`src/hw/rtl/gfr_pkg.sv`:
```
// Shared constants, types and the 5x7 font table for the glyph frame renderer.
package gfr_pkg;

  localparam int FRAME_WIDTH  = 200;
  localparam int FRAME_HEIGHT = 200;
  localparam int MAX_SCALE    = 8;

  localparam int ROW_BYTES   = (FRAME_WIDTH + 7) / 8;
  localparam int STORE_BYTES = ROW_BYTES * FRAME_HEIGHT;
  localparam int ADDR_W      = $clog2(STORE_BYTES);
  localparam int SCALE_W     = $clog2(MAX_SCALE + 1);
  // glyph origin plus up to seven dot pitches, with sign
  localparam int COORD_W     = 13;

  localparam int FONT_SLOTS   = 42;
  localparam int FONT_UNKNOWN = 41;
  localparam int GLYPH_COLS   = 5;
  localparam int GLYPH_ROWS   = 7;

  typedef enum logic [1:0] {
    OP_CLEAR = 2'd0,
    OP_SET   = 2'd1,
    OP_DRAW  = 2'd2,
    OP_READ  = 2'd3
  } op_t;

  typedef enum logic [2:0] {
    ST_CLEAR,
    ST_IDLE,
    ST_DOT,
    ST_PIX,
    ST_WR,
    ST_READ,
    ST_DONE
  } state_t;

  typedef struct packed {
    op_t                operation;
    logic signed [9:0]  x_pos;
    logic signed [9:0]  y_pos;
    logic               pixel_black;
    logic [7:0]         char_code;
    logic [3:0]         scale;
    logic [12:0]        byte_index;
  } item_t;

  typedef struct packed {
    logic              we;
    logic [ADDR_W-1:0] waddr;
    logic [7:0]        wdata;
    logic [ADDR_W-1:0] raddr;
  } ram_req_t;

  // five column bytes, left to right; bit 0 is the top row
  typedef logic [0:4][7:0] glyph_t;

  localparam glyph_t FONT [FONT_SLOTS] = '{
    {8'h00, 8'h00, 8'h00, 8'h00, 8'h00},
    {8'h3E, 8'h51, 8'h49, 8'h45, 8'h3E}, {8'h00, 8'h42, 8'h7F, 8'h40, 8'h00},
    {8'h42, 8'h61, 8'h51, 8'h49, 8'h46}, {8'h21, 8'h41, 8'h45, 8'h4B, 8'h31},
    {8'h18, 8'h14, 8'h12, 8'h7F, 8'h10}, {8'h27, 8'h45, 8'h45, 8'h45, 8'h39},
    {8'h3C, 8'h4A, 8'h49, 8'h49, 8'h30}, {8'h01, 8'h71, 8'h09, 8'h05, 8'h03},
    {8'h36, 8'h49, 8'h49, 8'h49, 8'h36}, {8'h06, 8'h49, 8'h49, 8'h29, 8'h1E},
    {8'h7E, 8'h11, 8'h11, 8'h11, 8'h7E}, {8'h7F, 8'h49, 8'h49, 8'h49, 8'h36},
    {8'h3E, 8'h41, 8'h41, 8'h41, 8'h22}, {8'h7F, 8'h41, 8'h41, 8'h22, 8'h1C},
    {8'h7F, 8'h49, 8'h49, 8'h49, 8'h41}, {8'h7F, 8'h09, 8'h09, 8'h09, 8'h01},
    {8'h3E, 8'h41, 8'h49, 8'h49, 8'h7A}, {8'h7F, 8'h08, 8'h08, 8'h08, 8'h7F},
    {8'h00, 8'h41, 8'h7F, 8'h41, 8'h00}, {8'h20, 8'h40, 8'h41, 8'h3F, 8'h01},
    {8'h7F, 8'h08, 8'h14, 8'h22, 8'h41}, {8'h7F, 8'h40, 8'h40, 8'h40, 8'h40},
    {8'h7F, 8'h02, 8'h0C, 8'h02, 8'h7F}, {8'h7F, 8'h04, 8'h08, 8'h10, 8'h7F},
    {8'h3E, 8'h41, 8'h41, 8'h41, 8'h3E}, {8'h7F, 8'h09, 8'h09, 8'h09, 8'h06},
    {8'h3E, 8'h41, 8'h51, 8'h21, 8'h5E}, {8'h7F, 8'h09, 8'h19, 8'h29, 8'h46},
    {8'h46, 8'h49, 8'h49, 8'h49, 8'h31}, {8'h01, 8'h01, 8'h7F, 8'h01, 8'h01},
    {8'h3F, 8'h40, 8'h40, 8'h40, 8'h3F}, {8'h1F, 8'h20, 8'h40, 8'h20, 8'h1F},
    {8'h3F, 8'h40, 8'h38, 8'h40, 8'h3F}, {8'h63, 8'h14, 8'h08, 8'h14, 8'h63},
    {8'h07, 8'h08, 8'h70, 8'h08, 8'h07}, {8'h61, 8'h51, 8'h49, 8'h45, 8'h43},
    {8'h08, 8'h08, 8'h08, 8'h08, 8'h08}, {8'h00, 8'h60, 8'h60, 8'h00, 8'h00},
    {8'h00, 8'h36, 8'h36, 8'h00, 8'h00}, {8'h20, 8'h10, 8'h08, 8'h04, 8'h02},
    {8'h02, 8'h01, 8'h51, 8'h09, 8'h06}
  };

  // map an ASCII code to its font slot; lower case folds to upper case
  function automatic logic [5:0] font_slot(input logic [7:0] code);
    logic [7:0] c;
    logic [5:0] slot;
    c = code;
    if (c inside {[8'h61:8'h7A]}) c = c - 8'h20;
    if (c == 8'h20)                     slot = 6'd0;
    else if (c inside {[8'h30:8'h39]})  slot = 6'(c - 8'h30 + 8'd1);
    else if (c inside {[8'h41:8'h5A]})  slot = 6'(c - 8'h41 + 8'd11);
    else if (c == 8'h2D)                slot = 6'd37;
    else if (c == 8'h2E)                slot = 6'd38;
    else if (c == 8'h3A)                slot = 6'd39;
    else if (c == 8'h2F)                slot = 6'd40;
    else                                slot = 6'(FONT_UNKNOWN);
    return slot;
  endfunction

  function automatic glyph_t font_glyph(input logic [7:0] code);
    return FONT[font_slot(code)];
  endfunction

endpackage

```
`src/hw/rtl/gfr_engine.sv`:
```
// Operation sequencer: clear sweep, pixel read-modify-write, glyph walk, byte read.
module gfr_engine (
  input  logic                          clk,
  input  logic                          rst,
  input  logic                          in_valid,
  output logic                          in_ready,
  input  gfr_pkg::item_t                item,
  output logic                          res_valid,
  input  logic                          res_ready,
  output logic [7:0]                    res_data,
  output gfr_pkg::ram_req_t             ram_req,
  input  logic [7:0]                    ram_rdata
);

  localparam int ADDR_W  = gfr_pkg::ADDR_W;
  localparam int SCALE_W = gfr_pkg::SCALE_W;
  localparam int COORD_W = gfr_pkg::COORD_W;

  gfr_pkg::state_t state, state_next;

  logic [ADDR_W-1:0]          clr_addr;
  logic                       clr_reply;
  logic                       black;
  logic                       single;
  logic [SCALE_W-1:0]         scale_q;
  gfr_pkg::glyph_t            glyph;
  logic [2:0]                 col;
  logic [2:0]                 row;
  logic [SCALE_W-1:0]         dx;
  logic [SCALE_W-1:0]         dy;
  logic signed [COORD_W-1:0]  colx;
  logic signed [COORD_W-1:0]  rowy;
  logic signed [COORD_W-1:0]  basey;
  logic [ADDR_W-1:0]          wr_addr;
  logic [7:0]                 wr_mask;

  logic                       take;
  logic                       clr_last;
  logic signed [COORD_W-1:0]  scale_ext, dx_ext, dy_ext, px, py;
  logic                       on_frame;
  logic [ADDR_W-1:0]          pix_addr;
  logic [7:0]                 pix_mask;
  logic                       last_dx, last_dy, dot_end, blk_end;
  logic                       read_hit;
  logic [SCALE_W-1:0]         scale_sat;
  gfr_pkg::state_t            adv_state;

  assign take      = in_valid && in_ready;
  assign clr_last  = clr_addr == ADDR_W'(gfr_pkg::STORE_BYTES - 1);
  assign scale_ext = $signed({{(COORD_W-SCALE_W){1'b0}}, scale_q});
  assign dx_ext    = $signed({{(COORD_W-SCALE_W){1'b0}}, dx});
  assign dy_ext    = $signed({{(COORD_W-SCALE_W){1'b0}}, dy});
  assign px        = colx + dx_ext;
  assign py        = rowy + dy_ext;
  assign on_frame  = (px >= 0) && (py >= 0) &&
                     (px < gfr_pkg::FRAME_WIDTH) && (py < gfr_pkg::FRAME_HEIGHT);
  assign pix_addr  = ADDR_W'($unsigned(py) * gfr_pkg::ROW_BYTES) +
                     ADDR_W'($unsigned(px) >> 3);
  assign pix_mask  = 8'h80 >> px[2:0];
  assign last_dx   = dx == SCALE_W'(scale_q - 1'b1);
  assign last_dy   = dy == SCALE_W'(scale_q - 1'b1);
  assign dot_end   = (row == 3'(gfr_pkg::GLYPH_ROWS - 1)) &&
                     (col == 3'(gfr_pkg::GLYPH_COLS - 1));
  assign blk_end   = last_dx && last_dy;
  assign read_hit  = 32'(item.byte_index) < gfr_pkg::STORE_BYTES;
  assign scale_sat = (32'(item.scale) > gfr_pkg::MAX_SCALE) ?
                     SCALE_W'(gfr_pkg::MAX_SCALE) : SCALE_W'(item.scale);

  // where to go once the current pixel is finished
  always_comb begin
    if (single)        adv_state = gfr_pkg::ST_DONE;
    else if (!blk_end) adv_state = gfr_pkg::ST_PIX;
    else if (dot_end)  adv_state = gfr_pkg::ST_DONE;
    else               adv_state = gfr_pkg::ST_DOT;
  end

  always_ff @(posedge clk) begin
    if (rst) begin
      state <= gfr_pkg::ST_CLEAR;
    end else begin
      state <= state_next;
    end
  end

  always_comb begin
    state_next    = state;
    in_ready      = 1'b0;
    res_valid     = 1'b0;
    ram_req.we    = 1'b0;
    ram_req.waddr = wr_addr;
    ram_req.wdata = black ? (ram_rdata & ~wr_mask) : (ram_rdata | wr_mask);
    ram_req.raddr = pix_addr;
    case (state)
      gfr_pkg::ST_CLEAR: begin
        ram_req.we    = 1'b1;
        ram_req.waddr = clr_addr;
        ram_req.wdata = 8'hFF;
        if (clr_last) state_next = clr_reply ? gfr_pkg::ST_DONE : gfr_pkg::ST_IDLE;
      end
      gfr_pkg::ST_IDLE: begin
        in_ready      = 1'b1;
        ram_req.raddr = ADDR_W'(item.byte_index);
        if (in_valid) begin
          case (item.operation)
            gfr_pkg::OP_CLEAR: state_next = gfr_pkg::ST_CLEAR;
            gfr_pkg::OP_SET:   state_next = gfr_pkg::ST_PIX;
            gfr_pkg::OP_DRAW:  state_next = (scale_sat == '0) ? gfr_pkg::ST_DONE
                                                              : gfr_pkg::ST_DOT;
            gfr_pkg::OP_READ:  state_next = read_hit ? gfr_pkg::ST_READ
                                                     : gfr_pkg::ST_DONE;
            default:           state_next = gfr_pkg::ST_DONE;
          endcase
        end
      end
      gfr_pkg::ST_DOT: begin
        if (glyph[col][row])  state_next = gfr_pkg::ST_PIX;
        else if (dot_end)     state_next = gfr_pkg::ST_DONE;
      end
      gfr_pkg::ST_PIX: begin
        state_next = on_frame ? gfr_pkg::ST_WR : adv_state;
      end
      gfr_pkg::ST_WR: begin
        ram_req.we = 1'b1;
        state_next = adv_state;
      end
      gfr_pkg::ST_READ: begin
        state_next = gfr_pkg::ST_DONE;
      end
      gfr_pkg::ST_DONE: begin
        res_valid = 1'b1;
        if (res_ready) state_next = gfr_pkg::ST_IDLE;
      end
      default: state_next = gfr_pkg::ST_IDLE;
    endcase
  end

  // clear sweep control
  always_ff @(posedge clk) begin
    if (rst) begin
      clr_addr  <= '0;
      clr_reply <= 1'b0;
    end else if (state == gfr_pkg::ST_CLEAR) begin
      clr_addr <= clr_addr + 1'b1;
    end else if (take) begin
      clr_addr  <= '0;
      clr_reply <= 1'b1;
    end
  end

  // walk: dy fastest, then dx, then row, then column
  always_ff @(posedge clk) begin
    case (state)
      gfr_pkg::ST_IDLE: begin
        if (in_valid) begin
          black    <= (item.operation == gfr_pkg::OP_SET) ? item.pixel_black : 1'b1;
          single   <= item.operation == gfr_pkg::OP_SET;
          scale_q  <= scale_sat;
          glyph    <= gfr_pkg::font_glyph(item.char_code);
          col      <= '0;
          row      <= '0;
          dx       <= '0;
          dy       <= '0;
          colx     <= COORD_W'(item.x_pos);
          rowy     <= COORD_W'(item.y_pos);
          basey    <= COORD_W'(item.y_pos);
          res_data <= '0;
        end
      end
      gfr_pkg::ST_DOT: begin
        if (!glyph[col][row]) begin
          if (row == 3'(gfr_pkg::GLYPH_ROWS - 1)) begin
            row  <= '0;
            rowy <= basey;
            col  <= col + 1'b1;
            colx <= colx + scale_ext;
          end else begin
            row  <= row + 1'b1;
            rowy <= rowy + scale_ext;
          end
        end
      end
      gfr_pkg::ST_PIX, gfr_pkg::ST_WR: begin
        if (state == gfr_pkg::ST_PIX && on_frame) begin
          wr_addr <= pix_addr;
          wr_mask <= pix_mask;
        end else if (!last_dy) begin
          dy <= dy + 1'b1;
        end else begin
          dy <= '0;
          if (!last_dx) begin
            dx <= dx + 1'b1;
          end else begin
            dx <= '0;
            if (row == 3'(gfr_pkg::GLYPH_ROWS - 1)) begin
              row  <= '0;
              rowy <= basey;
              col  <= col + 1'b1;
              colx <= colx + scale_ext;
            end else begin
              row  <= row + 1'b1;
              rowy <= rowy + scale_ext;
            end
          end
        end
      end
      gfr_pkg::ST_READ: begin
        res_data <= ram_rdata;
      end
      default: begin
      end
    endcase
  end

  a_wr_follows_read: assert property (@(posedge clk) disable iff (rst)
    state == gfr_pkg::ST_WR |-> ram_req.waddr == $past(ram_req.raddr))
    else $error("write-back address differs from the address read");

  a_read_issue: assert property (@(posedge clk) disable iff (rst)
    take && item.operation == gfr_pkg::OP_READ && read_hit |=> state == gfr_pkg::ST_READ)
    else $error("in-range read did not enter read state");

  a_result_holds: assert property (@(posedge clk) disable iff (rst)
    res_valid && !res_ready |=> res_valid && $stable(res_data))
    else $error("result dropped or changed while stalled");

  a_sweep_steps: assert property (@(posedge clk) disable iff (rst)
    state == gfr_pkg::ST_CLEAR && !clr_last |=>
      state == gfr_pkg::ST_CLEAR && clr_addr == ADDR_W'($past(clr_addr) + 1'b1))
    else $error("clear sweep skipped or left early");

endmodule

```
`config.mk`:
```
export PLATFORM = sky130hd
export DESIGN_NAME = gfr_engine
export DESIGN_NICKNAME = d
export VERILOG_FILES = /design/src/hw/rtl/gfr_pkg.sv /design/src/hw/rtl/gfr_engine.sv
export SDC_FILE = /design/constraint.sdc
export NUM_CORES = 1
export LEC_CHECK = 0
export ABC_AREA = 1
export BUFFER_PORTS_ARGS = -buffer_cell sky130_fd_sc_hd__buf_4
export CORE_MARGIN = 3
export CORE_UTILIZATION = 32
export CTS_CLUSTER_DIAMETER = 60
export DETAILED_ROUTE_END_ITERATION = 8
export SYNTH_ARGS = -nofsm -noshare
export SYNTH_HDL_FRONTEND = slang
export SYNTH_SLANG_ARGS = --single-unit
```
`constraint.sdc`:
```
create_clock -name clk -period 5.7 [get_ports clk]
set_clock_uncertainty 0.1 [all_clocks]
set_input_delay 0 -clock clk [delete_from_list [all_inputs] [get_ports clk]]
set_output_delay 0 -clock clk [all_outputs]
set_load 0.05 [all_outputs]
```
==> results of run 1 <==
==> cell usage in the layout (no fill, tap or decap), types with 39 or more instances in the layout <==
cell type      count
nand2_1          374
inv_1            205
ha_1              79
nand3_1          118
nor2_1           148
edfxtp_1         120
o21ai_0           70
dlygate4sd3_1     39
a21oi_1           45
buf_4            122
==> layout make-up <==
class	count	area (um^2)
Fill cell	3388	20300
Multi-Input combinational cell	1064	6130
Sequential cell	137	3940
Timing Repair Buffer	161	1310
Inverter	214	803
Tap cell	448	561
Clock buffer	17	425
Clock inverter	15	133
==> routing by layer <==
layer	vias up	track usage
met1	4792	0.242
met5	-	0
met2	395	0.285
met3	33	0.0330
met4	0	0.0356
li1	5054	-
==> registers in the layout, summed over array words and instances (netlist names) <==
name	cells
col	3
state	3
clr_reply	1
clr_addr	13
wr_mask	8
res_data	8
dy	4
basey	10
glyph	35
row	3
wr_addr	13
single	1
scale_q	4
dx	4
black	1
colx	13
rowy	13
==> Yosys cell counts (2+ instances only) <==
| cell | instances |
|---|---|
| nand4_1 | 15 |
| a21boi_0 | 2 |
| a22o_1 | 3 |
| and2_1 | 2 |
| inv_1 | 206 |
| buf_1 | 2 |
| nand3_2 | 3 |
| fa_1 | 19 |
| edfxtp_1 | 120 |
| buf_2 | 5 |
| o31ai_1 | 7 |
| xnor2_1 | 14 |
| a22oi_1 | 6 |
| buf_6 | 5 |
| clkbuf_1 | 17 |
| dfxtp_1 | 17 |
| o21ai_1 | 4 |
| nor2_1 | 152 |
| clkinv_1 | 4 |
| a211oi_1 | 3 |
| o22ai_1 | 4 |
| nor3_2 | 2 |
| or2_2 | 5 |
| nand3_1 | 119 |
| o21bai_1 | 3 |
| buf_4 | 3 |
| o21ai_0 | 72 |
| nand2_1 | 374 |
| nand3b_1 | 2 |
| nand2_2 | 6 |
| o21a_1 | 2 |
| a21oi_1 | 48 |
| o211ai_1 | 19 |
| a221oi_1 | 3 |
| nor4_1 | 5 |
| nor2_2 | 5 |
| nor2_4 | 2 |
| inv_2 | 4 |
| xor2_1 | 41 |
| ha_1 | 80 |
| nor3_1 | 27 |
| a31oi_1 | 5 |
==> report_power, final <==
group	total, mW	switching (mW)	internal, mW
sequential	1.09	0.00186	1.09
combinational	0.257	0.158	0.0984
clock	1.07	0.436	0.635
total	2.42	0.596	1.82
==> cells by family after synthesis <==
| group | after synthesis | synth area share |
|---|---|---|
| adders and majority gates | 99 | 0.126 |
| and+or+nand+nor | 725 | 0.282 |
| xor gates and xnor gates | 55 | 0.0440 |
| DFF | 137 | 0.360 |
| AOI/OAI and AO/OA | 185 | 0.0988 |
| buffers and inverters | 246 | 0.0893 |
==> critical path, stage by stage (launching register included) <==
cell,delay [ns]
edfxtp_1,0.43
ha_1,0.39
nand2_1,0.09
nand2_1,0.06
a31oi_2,0.25
inv_1,0.09
nand2_1,0.12
xor2_2,0.24
xor2_1,0.21
fa_1,0.47
fa_1,0.54
inv_1,0.04
ha_1,0.34
a21oi_1,0.17
nand2_1,0.09
a21oi_1,0.14
o21ai_1,0.10
a21oi_1,0.13
o21bai_1,0.10
nand2_1,0.07
nand2_1,0.05
a21oi_1,0.15
xnor2_1,0.17
nand2_1,0.07
o21ai_0,0.10
buf_4,0.23
==> worst max-delay path by stage <==
stage,from,to,slack (ns),cells after the start
after floorplan,dy[0],ram_req[12],0.70,23
after global placement,dy[0],ram_req[12],0.52,24
after detailed placement,dy[0],ram_req[12],0.47,24
after CTS,dx[0],ram_req[12],0.03,26
after global routing,dx[3],ram_req[12],-0.03,25
final,dx[3],ram_req[12],0.31,25
==> what timing repair did <==
action                                 in CTS  in global routing
setup endpoints to repair                   1                  3
endpoints found under the hold margin      67                  0
hold buffers                               39                  0
buffers inserted                            2                  6
resized for setup                           0                 15
pin swaps                                   1                  0
==> impl_metrics.toml, run 1 <==
[outcome]
outcome = "completed"

[hold_path]
min_to = "black"
worstHoldPathCells = 3
worstHoldStart = "in_valid"
min_path_type = "primary input to register"

[placement]
dp.cells = 1977
place.gp.congestion = 0.950
pre_cts_ws_ns = 0.473
dpl_cell_area_mm2 = 0.0122
io_buffers = 104
dpl.hpwl_um = 24600

[global_routing]
antenna_found_initial = 0
grt_overflow = 0
grt_pass1_wl_um = 51500
track_usage = 0.175
grt_max_degree = 44
grt_pass1_vias = 9783

[routing]
ant_nets = 0
drt_iter0_markers = 821
wl_met3_um = 2490
wl_um = 31900
routedWlPerCell_um = 15.5
drc_errors = 0
routed.top_layer = "met4"
met2WireLength_um = 14700
avgViaCountPerCell = 5.00
vias = 10300
wirelength_met1_um = 14300
drt-pass1-iter-count = 7

[timing]
fin_crit_ns = 5.39
finalHoldViolCount = 0
max_freq_mhz = 185
drv_slew = 0
tns_ns = 0
period_share = 0.946
worst_pin_slew_ns = 0.982
final.setup.worst_slack_ns = 0.306
maxSlewHeadroom = 0.344
finalSetupViolations = 0
rsz0062_at_grt = "true"
hold_slack_ns = 0.0702

[floorplan]
core_region_area_mm2 = 0.0336
fp.dieH_um = 191
fp.dieW_um = 191
initial_core_util = 0.326
io_pins = 105
fp.dieArea_mm2 = 0.0365
rows = 67

[yosys]
synth_top_area_frac = 0.329
synth_cells = 1447
synth_top_cell_by_area = "edfxtp_1"
ys_types = 52
synth_edf_count = 120
synth-seq-area-share = 0.360
synth_area_mm2 = 0.0110
async_flop_share = 0
ys.warnings.count = 0
ys.flop_type = "edfxtp_1"
synth_seq_cells = 137
synth.area.top_cells = "edfxtp_1, nand2_1, ha_1, inv_1, nand3_1"
syn_area_per_cell_um2 = 7.57
syn-num-nets = 1606

[setup_path]
cp.required_ns = 5.60
crit_type = "register to output port"
timing.rr.end = "wr_addr[12]"
crit-reg2reg-launch = "dx[3]"
timing.critical_path.fanout_max = 4
rr_worst_depth = 22
start_kind = "register"
crit_path_end_kind = "output port"
r2r_slack_ns = 0.93
arrival_ns = 5.29

[layout]
area_growth_pct = 21.3
layout.nets = 1754
drive_above_1_share = 0.124
design_area_mm2 = 0.0133
final_util = 0.396
final_cells = 2056
diodes = 0

[cts]
root_buffer = "clkbuf_16"
cts_tree = "yes"
cts_buffer_depth = 2
cts_buffers = 17
worstSkewPairLatency_ns = 0.43
clk_pin_slew_ns = 0.06
cts_sinks = 137
htreeDepth = 4

[power_and_ir_drop]
peakVddDrop_uv = 177
totalPowerFinal_mw = 2.42
leakagePower_nw = 6.09
p_per_area_mw_per_mm2 = 182

[run]
drv_cap = 0
(Power assumes the default switching activity.)
==> inputs of run 2 (changes only) <==
--- a/config.mk
+++ b/config.mk
@@ -7,10 +7,12 @@
 export LEC_CHECK = 0
 export ABC_AREA = 1
 export BUFFER_PORTS_ARGS = -buffer_cell sky130_fd_sc_hd__buf_4
-export CORE_MARGIN = 3
+export CELL_PAD_IN_SITES_DETAIL_PLACEMENT = 0
+export CELL_PAD_IN_SITES_GLOBAL_PLACEMENT = 1
 export CORE_UTILIZATION = 32
 export CTS_CLUSTER_DIAMETER = 60
 export DETAILED_ROUTE_END_ITERATION = 8
+export PLACE_DENSITY_LB_ADDON = 0.1
 export SYNTH_ARGS = -nofsm -noshare
 export SYNTH_HDL_FRONTEND = slang
 export SYNTH_SLANG_ARGS = --single-unit
==> impl_metrics.toml, run 2 (synthesis results as in run 1) <==
[outcome]
outcome = "completed"

[setup_path]
crit-reg2reg-launch = "dy[2]"
cp.required_ns = 5.60
arrival_ns = 5.25
r2r_slack_ns = 0.96
crit_path_end_kind = "output port"
timing.critical_path.fanout_max = 4
rr_worst_depth = 22
crit_type = "register to output port"
start_kind = "register"
timing.rr.end = "wr_addr[12]"

[floorplan]
fp.dieH_um = 187
io_pins = 105
initial_core_util = 0.326
fp.dieW_um = 187
core_region_area_mm2 = 0.0336
fp.dieArea_mm2 = 0.0350
rows = 67

[global_routing]
grt_max_degree = 55
track_usage = 0.198
grt_pass1_wl_um = 54200
antenna_found_initial = 0
grt_overflow = 0
grt_pass1_vias = 9752

[placement]
dpl.hpwl_um = 26300
io_buffers = 104
place.gp.congestion = 0.861

[layout]
drive_above_1_share = 0.132
diodes = 0
fill_cells = 3527
largest_reg_flops = 35
largest_register = "glyph"
layout_commonest_cell = "nand2_1"
regArea_mm2 = 0.00394
mostFrequentLayoutCells = "nand2_1, inv_1, nor2_1"
area_growth_pct = 22.5
layout.nets = 1757
final_util = 0.399
multi_input_area_mm2 = 0.00619

[timing]
finalSetupViolations = 0
finalHoldViolCount = 0
drv_slew = 0
worst_pin_slew_ns = 0.999
period_share = 0.938
maxSlewHeadroom = 0.334
rsz0062_at_grt = "true"
fin_crit_ns = 5.35
tns_ns = 0
hold_slack_ns = 0.0803
max_freq_mhz = 187

[power_and_ir_drop]
leakagePower_nw = 6.14
totalPowerFinal_mw = 2.50
p_per_area_mw_per_mm2 = 186
peakVddDrop_uv = 195

[routing]
ant_nets = 0
drt_iter0_markers = 910
drt-pass1-iter-count = 5
drc_errors = 0
vias = 9905
avgViaCountPerCell = 4.81
routedWlPerCell_um = 16.4
wl_um = 33700

[cts]
clk_pin_slew_ns = 0.06
worstSkewPairLatency_ns = 0.43
htreeDepth = 4
cts_sinks = 137
cts_buffers = 17
cts_buffer_depth = 2
cts_tree = "yes"
root_buffer = "clkbuf_16"

[hold_path]
min_to = "state[0]"
worstHoldStart = "item[46]"
worstHoldPathCells = 7
min_path_type = "primary input to register"

[run]
drv_cap = 0
[run 2: per-stage QoR]
stage                     setup WS [ns]  cells  cell area (um^2)
after detailed placement          0.355   1981             12200
final                             0.351   2059             13400
after floorplan                   0.699   1447             11000
after global routing          -0.000713   2059             13400
after CTS                        0.0595   2052             13300
after global placement            0.457   1981             12200
[run 2: layout make-up]
class,instances,share of cell area
clock buffer,18,0.0320
sequential,137,0.294
timing repair buffer,164,0.0989
tap,448,0.0417
clock inverter,14,0.0126
inverter,214,0.0598
multi-input combinational,1064,0.461
[run 2: how the worst max path moves through the flow]
stage | startpoint | end | depth (start not counted) | slack, ns
2_1_floorplan | dy[0] | ram_req[12] | 23 | 0.70
3_3_place_gp | dy[0] | ram_req[12] | 24 | 0.46
3_5_place_dp | dy[0] | ram_req[12] | 24 | 0.36
4_1_cts | dy[0] | ram_req[12] | 24 | 0.06
5_1_grt | dx[2] | ram_req[11] | 26 | -0.0007
6_report | dx[2] | ram_req[12] | 23 | 0.35
[run 2: routing by layer]
| layer | part of all wire | global-route usage | up-vias |
|---|---|---|---|
| met1 | 0.53 | 0.299 | 4583 |
| met3 | 0.042 | 0.0319 | 28 |
| met2 | 0.42 | 0.295 | 228 |
| met5 | 0 | 0 | - |
| met4 | 0.014 | 0.0438 | 0 |
| li1 | - | - | 5066 |
[run 2: timing repair]
action | in CTS | in global routing
setup endpoints to repair | 2 | 3
hold buffers | 39 | 0
pin swaps | 0 | 2
gates resized for setup | 3 | 22
setup buffers | 0 | 7
endpoints found under the hold margin | 64 | 0
[run 2: power breakdown]
part,leakage (nW),internal [mW],switching [mW]
Clock,0.281,0.690,0.458
Combinational,4.59,0.0982,0.162
Sequential,1.26,1.09,0.00175
[run 2: worst max-delay path, stage by stage (launching register included)]
cell	delay, ns
edfxtp_1	0.46
ha_1	0.40
nand3_1	0.10
nand2_1	0.11
nand2_1	0.07
a21oi_2	0.20
nand3_2	0.13
nor3_1	0.22
xor2_1	0.28
ha_1	0.29
fa_1	0.48
inv_1	0.05
fa_1	0.52
inv_1	0.04
ha_1	0.34
a21oi_1	0.17
o21bai_1	0.10
nand2_1	0.07
nand2_1	0.06
a21oi_2	0.16
xnor2_2	0.15
nand2_1	0.07
o21ai_0	0.10
buf_4	0.23
